### src/design/u8u16_pkg.sv
package u8u16_pkg;

    localparam int COUNT_WIDTH_DEFAULT = 16;
    localparam int MAX_UNITS_WIDTH = 16;
    localparam int UNITS_OUT_WIDTH = 16;
    localparam int ACC_WIDTH = 21;

    localparam logic [MAX_UNITS_WIDTH-1:0] MAX_UNITS_RESET = 16'd8000;

    localparam logic [1:0] ST_OK        = 2'd0;
    localparam logic [1:0] ST_MALFORMED = 2'd1;
    localparam logic [1:0] ST_INVALID   = 2'd2;
    localparam logic [1:0] ST_TOO_LONG  = 2'd3;

    localparam logic [ACC_WIDTH-1:0] CP_MAX        = 21'h10FFFF;
    localparam logic [ACC_WIDTH-1:0] CP_SURR_LOW   = 21'h00D800;
    localparam logic [ACC_WIDTH-1:0] CP_SURR_END   = 21'h00E000;
    localparam logic [ACC_WIDTH-1:0] CP_BMP_MAX    = 21'h00FFFF;
    localparam logic [ACC_WIDTH-1:0] CP_SPACE      = 21'h000020;

    typedef struct packed {
        logic [7:0] data_byte;
        logic       last_byte;
    } byte_word_t;

    typedef struct packed {
        logic [UNITS_OUT_WIDTH-1:0] utf16_units;
        logic [1:0]                 status;
    } result_t;

endpackage

### src/design/u8u16_decoder.sv
module u8u16_decoder #(
    parameter int COUNT_WIDTH = u8u16_pkg::COUNT_WIDTH_DEFAULT
) (
    input  logic                                       clk,
    input  logic                                       rst_n,
    input  logic                                       advance,
    input  u8u16_pkg::byte_word_t                      word_in,
    input  logic [u8u16_pkg::MAX_UNITS_WIDTH-1:0]      max_units,
    output u8u16_pkg::result_t                         result
);

    localparam int CMP_W = (COUNT_WIDTH > u8u16_pkg::MAX_UNITS_WIDTH) ?
                           COUNT_WIDTH : u8u16_pkg::MAX_UNITS_WIDTH;
    localparam logic [COUNT_WIDTH-1:0] COUNT_MAX = {COUNT_WIDTH{1'b1}};

    logic [1:0]                          pend_reg, pend_next;
    logic [1:0]                          seq_reg, seq_next;
    logic [u8u16_pkg::ACC_WIDTH-1:0]     acc_reg, acc_next;
    logic [COUNT_WIDTH-1:0]              total_reg, total_next;
    logic [COUNT_WIDTH-1:0]              kept_reg, kept_next;
    logic [1:0]                          err_reg, err_next;

    logic [7:0]                          b;
    logic                                finish;
    logic [COUNT_WIDTH:0]                sum;
    logic [CMP_W-1:0]                    kept_cmp;

    assign b = word_in.data_byte;

    always_comb
    begin
        pend_next  = pend_reg;
        seq_next   = seq_reg;
        acc_next   = acc_reg;
        total_next = total_reg;
        kept_next  = kept_reg;
        err_next   = err_reg;
        finish     = 1'b0;
        sum        = '0;

        if (err_reg == u8u16_pkg::ST_OK)
        begin
            if (pend_reg == 2'd0)
            begin
                if (b[7] == 1'b0)
                begin
                    acc_next = {13'd0, b};
                    seq_next = 2'd0;
                    finish   = 1'b1;
                end
                else if (b[7:5] == 3'b110)
                begin
                    acc_next  = {16'd0, b[4:0]};
                    pend_next = 2'd1;
                    seq_next  = 2'd1;
                end
                else if (b[7:4] == 4'b1110)
                begin
                    acc_next  = {17'd0, b[3:0]};
                    pend_next = 2'd2;
                    seq_next  = 2'd2;
                end
                else if (b[7:3] == 5'b11110)
                begin
                    acc_next  = {18'd0, b[2:0]};
                    pend_next = 2'd3;
                    seq_next  = 2'd3;
                end
                else
                begin
                    err_next = u8u16_pkg::ST_MALFORMED;
                end
            end
            else if (b[7:6] != 2'b10)
            begin
                err_next = u8u16_pkg::ST_MALFORMED;
            end
            else
            begin
                acc_next  = {acc_reg[u8u16_pkg::ACC_WIDTH-7:0], b[5:0]};
                pend_next = pend_reg - 2'd1;
                finish    = (pend_next == 2'd0);
            end

            if (finish)
            begin
                if (acc_next == '0 || acc_next > u8u16_pkg::CP_MAX ||
                    (acc_next >= u8u16_pkg::CP_SURR_LOW && acc_next < u8u16_pkg::CP_SURR_END))
                begin
                    err_next = u8u16_pkg::ST_INVALID;
                end
                else
                begin
                    sum = {1'b0, total_reg} +
                          ((acc_next <= u8u16_pkg::CP_BMP_MAX) ?
                           (COUNT_WIDTH+1)'(1) : (COUNT_WIDTH+1)'(2));
                    total_next = (sum > {1'b0, COUNT_MAX}) ? COUNT_MAX : sum[COUNT_WIDTH-1:0];
                    if (!(seq_next == 2'd0 && acc_next == u8u16_pkg::CP_SPACE))
                    begin
                        kept_next = total_next;
                    end
                end
            end

            if (word_in.last_byte && err_next == u8u16_pkg::ST_OK && pend_next != 2'd0)
            begin
                err_next = u8u16_pkg::ST_MALFORMED;
            end
        end
    end

    assign kept_cmp = CMP_W'(kept_next);

    always_comb
    begin
        if (err_next != u8u16_pkg::ST_OK)
        begin
            result.status      = err_next;
            result.utf16_units = '0;
        end
        else
        begin
            result.status      = (kept_cmp > CMP_W'(max_units)) ?
                                 u8u16_pkg::ST_TOO_LONG : u8u16_pkg::ST_OK;
            result.utf16_units = (kept_cmp > CMP_W'(16'hFFFF)) ?
                                 16'hFFFF : kept_cmp[u8u16_pkg::UNITS_OUT_WIDTH-1:0];
        end
    end

    always_ff @(posedge clk or negedge rst_n)
    begin
        if (!rst_n)
        begin
            pend_reg  <= '0;
            seq_reg   <= '0;
            acc_reg   <= '0;
            total_reg <= '0;
            kept_reg  <= '0;
            err_reg   <= u8u16_pkg::ST_OK;
        end
        else if (advance)
        begin
            if (word_in.last_byte)
            begin
                pend_reg  <= '0;
                seq_reg   <= '0;
                acc_reg   <= '0;
                total_reg <= '0;
                kept_reg  <= '0;
                err_reg   <= u8u16_pkg::ST_OK;
            end
            else
            begin
                pend_reg  <= pend_next;
                seq_reg   <= seq_next;
                acc_reg   <= acc_next;
                total_reg <= total_next;
                kept_reg  <= kept_next;
                err_reg   <= err_next;
            end
        end
    end

endmodule

### src/design/utf8_to_utf16_length_check_unit.sv
// A string's last word sits in the input register, then its result in the output register.
// Throughput: one word per cycle unless a last word stalls; the decoder updates once per word.
// A result waiting on m_tready stalls the input only when another last word is ready to finish.
// Reset (rst_n, asynchronous, active low) empties both registers, clears the string state
// and sets max_units to 8000.
module utf8_to_utf16_length_check_unit #(
    parameter int COUNT_WIDTH = u8u16_pkg::COUNT_WIDTH_DEFAULT
) (
    input  logic                                  clk,
    input  logic                                  rst_n,
    input  logic                                  s_tvalid,
    output logic                                  s_tready,
    input  logic [7:0]                            s_tdata,   // data_byte[7:0]
    input  logic                                  s_tlast,
    output logic                                  m_tvalid,
    input  logic                                  m_tready,
    output logic [23:0]                           m_tdata,   // status[1:0], utf16_units[17:2]
    input  logic                                  cfg_write_en,
    input  logic [u8u16_pkg::MAX_UNITS_WIDTH-1:0] cfg_write_data
);

    logic                                  in_valid_reg;
    u8u16_pkg::byte_word_t                 in_word_reg;
    logic                                  out_valid_reg;
    u8u16_pkg::result_t                    out_result_reg;
    logic [u8u16_pkg::MAX_UNITS_WIDTH-1:0] max_units_reg;
    logic                                  advance;
    u8u16_pkg::result_t                    result;

    assign advance  = in_valid_reg && (!in_word_reg.last_byte || !out_valid_reg || m_tready);
    assign s_tready = !in_valid_reg || advance;
    assign m_tvalid = out_valid_reg;
    assign m_tdata  = {6'd0, out_result_reg.utf16_units, out_result_reg.status};

    u8u16_decoder #(
        .COUNT_WIDTH (COUNT_WIDTH)
    ) u_decoder (
        .clk       (clk),
        .rst_n     (rst_n),
        .advance   (advance),
        .word_in   (in_word_reg),
        .max_units (max_units_reg),
        .result    (result)
    );

    always_ff @(posedge clk or negedge rst_n)
    begin
        if (!rst_n)
        begin
            max_units_reg <= u8u16_pkg::MAX_UNITS_RESET;
        end
        else if (cfg_write_en)
        begin
            max_units_reg <= cfg_write_data;
        end
    end

    always_ff @(posedge clk or negedge rst_n)
    begin
        if (!rst_n)
        begin
            in_valid_reg <= 1'b0;
        end
        else if (s_tready)
        begin
            in_valid_reg <= s_tvalid;
        end
    end

    always_ff @(posedge clk)
    begin
        if (s_tready && s_tvalid)
        begin
            in_word_reg.data_byte <= s_tdata;
            in_word_reg.last_byte <= s_tlast;
        end
    end

    always_ff @(posedge clk or negedge rst_n)
    begin
        if (!rst_n)
        begin
            out_valid_reg <= 1'b0;
        end
        else if (advance && in_word_reg.last_byte)
        begin
            out_valid_reg <= 1'b1;
        end
        else if (m_tready)
        begin
            out_valid_reg <= 1'b0;
        end
    end

    always_ff @(posedge clk)
    begin
        if (advance && in_word_reg.last_byte)
        begin
            out_result_reg <= result;
        end
    end

endmodule
### config.mk
export PLATFORM = sky130hd
export DESIGN_NAME = utf8_to_utf16_length_check_unit
export DESIGN_NICKNAME = d
export VERILOG_FILES = /design/src/design/u8u16_pkg.sv /design/src/design/u8u16_decoder.sv /design/src/design/utf8_to_utf16_length_check_unit.sv
export SDC_FILE = /design/constraint.sdc
export NUM_CORES = 1
export LEC_CHECK = 0
export BUFFER_PORTS_ARGS = -buffer_cell sky130_fd_sc_hd__buf_4
export CAP_MARGIN = 20
export CORE_MARGIN = 1
export CORE_UTILIZATION = 60
export CTS_CLUSTER_DIAMETER = 100
export DETAILED_ROUTE_END_ITERATION = 6
export PLACE_DENSITY_LB_ADDON = 0.08
export SLEW_MARGIN = 5
export SYNTH_ARGS = -nofsm -noshare
export SYNTH_HDL_FRONTEND = slang
export SYNTH_HIERARCHICAL = 1
export SYNTH_SLANG_ARGS = --single-unit
### constraint.sdc
create_clock -name clk -period 7.1 [get_ports clk]
set_input_delay 1.42 -clock clk [delete_from_list [all_inputs] [get_ports clk]]
set_output_delay 1.42 -clock clk [all_outputs]
set_load 0.02 [all_outputs]
# Yosys cells after proc, flatten, opt, wreduce, memory -nomap -nowiden
# Index checks and enable logic that the tools add are counted.
[op_classes] n_addsub=2 magnitude_cmp=7 n_eq_ne=6 mux=58 n_reduce_logical=28
[op_table] op="21-bit 2-to-1 mux" count=9
[op_table] op="16-bit 2-to-1 mux" count=11
[op_table] op="2-bit 2-to-1 mux" count=32
[op_table] op="21-bit by 6-bit equality test with 1-bit output, second input constant" count=1
[op_table] op="21-bit by 16-bit >= comparator with 1-bit output, second input constant" count=1
[op_table] op="21-bit greater-than comparator, second input constant" count=1
[op_table] op="21-bit by 16-bit <= comparator with 1-bit output, second input constant" count=1
[op_table] op="21-bit logical NOT" count=1
[op_table] op="21-bit by 16-bit less-than comparator with 1-bit output, second input constant" count=1
[op_table] op="16-bit by 17-bit adder with 17-bit output" count=1
[op_table] op="17-bit by 16-bit greater-than comparator with 1-bit output, second input constant" count=1
[op_table] op="16-bit greater-than comparator" count=1
[op_table] op="16-bit greater-than comparator, second input constant" count=1
[op_table] op="2-bit logical NOT" count=5
[op_table] op="2-bit nonzero test" count=5
[op_table] op="1-bit logical AND" count=7
[op_table] op="1-bit 2-to-1 mux" count=6
[op_table] op="5-bit equality test, second input constant" count=1
[op_table] op="1-bit logical OR" count=5
[op_table] op="4-bit equality test, second input constant" count=1
[op_table] op="2-bit inequality test, second input constant" count=2
[op_table] op="4-bit AND reduction" count=1
[op_table] op="3-bit equality test, second input constant" count=1
[op_table] op="1-bit logical NOT" count=3
[op_table] op="other kinds (2)" count=2
[totals] reg_bits=104 output_inout_bits=26 word_cells=114

# Logic depth before layout (Yosys ltp)
[logic_depth] ltp_word=20 ltp_mapped=24 depth_no_buf=23

# By module
# The synthesis kept the hierarchy.
[modules_own_cells] mod="u8u16_decoder" n_inst=1 cells_each=529 area_each_um2=4625.7
[modules_own_cells] mod="utf8_to_utf16_length_check_unit" n_inst=1 cells_each=78 area_each_um2=1616.6

# Least setup slack after synthesis
# OpenSTA, ideal clock, no wires.
[synth_timing] path_type="register to register" start="reg u_decoder.pend_reg[0]" end="reg out_result_reg (netlist bit m_tdata[1]), data pin" setup_ns=0.254 arrival_time_ns=4.562 path_slack_ns=2.284 path_stages_with_launch=23 path_buffers=2 period_less_slack_ns=4.816 cell_sequence="dfrtp_1 > inv_1 > ha_1 > or3b_1 > buf_4 > and3_4 > nor3_2 > inv_1 > fa_1 > nand3_1 > nor3_1 > nand3_1 > clkbuf_1 > o21ai_0 > nor3_1 > a21oi_1 > ha_1 > nand4_1 > or2_2 > nor3_1 > a21oi_1 > a31oi_1 > a21bo_1"
[synth_rtl] item="start, declared" line="u8u16_decoder.sv:16" source="logic [1:0] pend_reg, pend_next;"
[synth_rtl] item="start signal, assigned" line="u8u16_decoder.sv:154" source="pend_reg <= pend_next;"
[synth_rtl] item="end signal, assigned" line="utf8_to_utf16_length_check_unit.sv:99" source="out_result_reg <= result;"
[synth_rtl] item="end, declared" line="utf8_to_utf16_length_check_unit.sv:25" source="u8u16_pkg::result_t out_result_reg;"

==> summary.txt <==
Status
  – Status: completed

Final layout
  – Max reg flops: 21
  – Area of the multi-input gates: 3100 um^2
  – Layout cells sized above 1: 18.9%
  – Antenna diode count: 0
  – Finished Cell Area: 6830 um^2
  – Fillcell total: ~800
  – Final cell count without fillers: 774
  – Fin nets: 687
  – FF+latch area: 2750 um^2
  – Synth-to-Final Area Change: 9.34%

Yosys
  – Synth async-reset ratio: 74.0%
  – Sequential area share after synthesis: 44.0%
  – Yosys cell types: 77
  – Gate Count Post-Synth: 607
  – Post-synth EDFFs: 27
  – Yosys reg bits: 104
  – Synth Flop Type: dfrtp_1
  – Post-synthesis cell area: between 6000 and 7000 um^2
  – Yosys warning total: 6
  – Mean Syn Cell Area: 10.3 um^2

CTS
  – Clk pin slew, worst setup/hold paths: 0.11 ns
  – Setup bufs post-CTS: 0
  – Maximum clock insertion buffer count: 2
  – CTS Hold Bufs: 0
  – CTS resizes: 0
  – Sink Count: 104
  – Num CTS Buffers: 9
  – CTS tree: done
  – CTS H-tree depth: 3
  – Worst-Skew Late Latency: about 0.4 ns
  – Root buffer cell: clkbuf_8

STA
  – Final worst-path cycle share: 85.0%
  – Max Fclk: 166 MHz
  – RSZ-0062 raised after global routing: false
  – Worst Max-Slew Pin Slew: slightly above 0.9 ns
  – Min cycle time layout: roughly 6.0 ns
  – Setup TNS: 0 ns
  – Max-slew headroom: between 30% and 40%
  – Setup WS post-layout: 1.06 ns
  – Final Hold Viols: 0
  – Slew Limit Fails: 0
  – Worst clock skew: 0.0159 ns
  – Setup-failing EPs final: 0

Placement
  – Placed cells: 756
  – Dpl hpwl: 10.3 mm
  – I/O Buffers: between 40 and 50
  – Dpl cell area: 6580 um^2
  – Gpl congestion: 0.862
  – Setup WS pre-CTS: around 1.2 ns

Global route
  – Global Route Usage Sum: between 20% and 30%
  – Global-route wire length before repair: 24.9 mm
  – Vias in the first global route: 4790
  – Pin count of the biggest net entering global routing: 78
  – Initial antenna violation count: 0
  – Total grt overflow: 0

Flow run
  – Max Cap Viol: 0

Route
  – Routed Antenna Nets: 0
  – Detailed-route DRC error count: 0
  – Avg WL per Cell: between 15 and 20 um
  – Post-Route WL: between 15 and 20 mm
  – Via density: 6.54
  – DR vias: roughly 5100
  – Initial DRC Count: 426
  – TritonRoute pass-1 iters: 5

Die
  – # rows: 36
  – CORE AREA: 9910 um^2
  – Full die area: roughly 11000 um^2
  – Die Height: 104 um
  – Die width: ~100 um
  – Initial Utilization: 63.0%
  – Boundary pin count: 56

Min path
  – Hold crit path type: flop to flop

Worst setup path
  – WS Path Type: flop to flop
  – CP Data Required Time: roughly 7.3 ns
  – CP arrival: 6.25 ns
  – Critical path endpoint category: flop
  – Critical path peak fanout: 25
  – Element type at the critical path start: flop

Pwr
  – Worst VDD drop: 0.187 mV
  – Power Density: 263 nW/um^2
  – Leak: between 0.002 and 0.003 uW
==> stage by stage <==
stage	hold WS (ns)	util [%]	total power, uW
floorplan	0.450	-	1230
global placement	0.467	66.4	1360
detailed placement	0.475	66.4	1390
CTS	0.500	68.5	1790
global route	0.540	68.9	1890
finish	0.504	68.9	1790
==> cell type report <==
| cell class | count | share of cell area, % |
|---|---|---|
| clock inverter | 7 | 1.34 |
| clock buffer | 9 | 1.81 |
| timing repair buffer | 57 | 6.56 |
| multi-input combinational | 425 | 45.5 |
| tap | 133 | 2.44 |
| sequential | 104 | 40.2 |
| inverter | 39 | 2.14 |
==> path summary, 6_finish.rpt <==
path                                       start               endpoint  slack, ns  depth (start not counted)
max                        u_decoder/pend_reg[0]             m_tdata[0]       1.06                         22
max in group asynchronous                  rst_n       max_units_reg[6]       5.62                          2
min                        u_decoder/pend_reg[1]  u_decoder/pend_reg[1]       0.50                          2
min reg2reg                u_decoder/pend_reg[1]  u_decoder/pend_reg[1]       0.50                          2
max reg2reg                u_decoder/pend_reg[0]             m_tdata[0]       1.06                         22
min in group asynchronous                  rst_n   u_decoder/acc_reg[0]       0.85                          1
==> worst max-delay path, cell delays in order, from the launching register on <==
cell	delay (ns)
dfrtp_1	0.43
inv_1	0.06
ha_1	0.49
or3b_1	0.67
nand2_2	0.16
o21ai_2	0.07
nor3_2	0.31
ha_1	0.25
fa_1	0.22
nand3_1	0.17
nor3_1	0.45
nand3_1	0.48
o21ai_0	0.40
nor3_1	0.15
a21oi_1	0.18
ha_1	0.17
nand4_1	0.08
or2_2	0.31
a211oi_1	0.24
nor3_1	0.08
a21oi_1	0.19
nor2b_1	0.07
o31ai_1	0.23
==> Yosys cell counts (13+ instances only) <==
master,number,area (um^2)
dfrtp_1,71,1780
edfxtp_1,27,811
inv_1,39,146
a211o_1,14,123
o21ai_0,20,100
a21oi_1,43,215
o221ai_1,14,123
buf_2,13,65.1
nor3_1,25,125
a221o_1,16,160
nand2b_1,19,119
nand2_1,54,203
nor2_1,18,67.6
ha_1,20,250
nand4_1,13,81.3
clkbuf_1,15,56.3
==> placed cells by master (no fill, tap or decap), drive strengths merged, types with 6 or more instances in the layout <==
| master | Yosys | routed |
|---|---|---|
| ha | 20 | 20 |
| o21ai | 25 | 25 |
| nand3 | 12 | 12 |
| nand2 | 56 | 56 |
| inv | 39 | 41 |
| a2111oi | 14 | 14 |
| a211o | 14 | 14 |
| conb | 1 | 6 |
| nand2b | 19 | 19 |
| o221ai | 14 | 14 |
| dfrtp | 71 | 71 |
| a22o | 12 | 12 |
| edfxtp | 27 | 27 |
| nand4 | 14 | 14 |
| nor2 | 18 | 18 |
| o211ai | 6 | 6 |
| a221o | 16 | 16 |
| nor2b | 12 | 12 |
| a21oi | 44 | 44 |
| clkbuf | 15 | 9 |
| nor3 | 26 | 26 |
| mux2 | 18 | 18 |
| buf | 29 | 57 |
| dfstp | 6 | 6 |
==> where the power goes <==
| group | internal, uW | total, uW | switching [uW] |
|---|---|---|---|
| logic | 232 | 664 | 433 |
| registers | 684 | 733 | 48.4 |
| clock network | 171 | 398 | 227 |
| total | 1090 | 1790 | 708 |
==> layer usage <==
layer / global-route usage, % / wire [um] / vias up
li1: - / - / 2321
met1: 42.9 / 6900 / 2501
met2: 42.9 / 6980 / 220
met3: 6.27 / 1010 / 21
met4: 9.90 / 208 / 0
met5: 0 / 0 / -
==> cells by family (layout without fill, tap and decap cells) <==
group	after synthesis	in the layout	synth area share, %
buffers and inverters	83	112	6.59
other	1	6	0.0601
AOI/OAI and AO/OA	183	183	23.0
muxes	23	23	4.65
adders and majority gates	21	21	4.33
and+or+nand+nor	183	183	16.2
xor gates and xnor gates	9	9	1.26
DFF	104	104	44.0
Power figures use the tool's default switching activity.
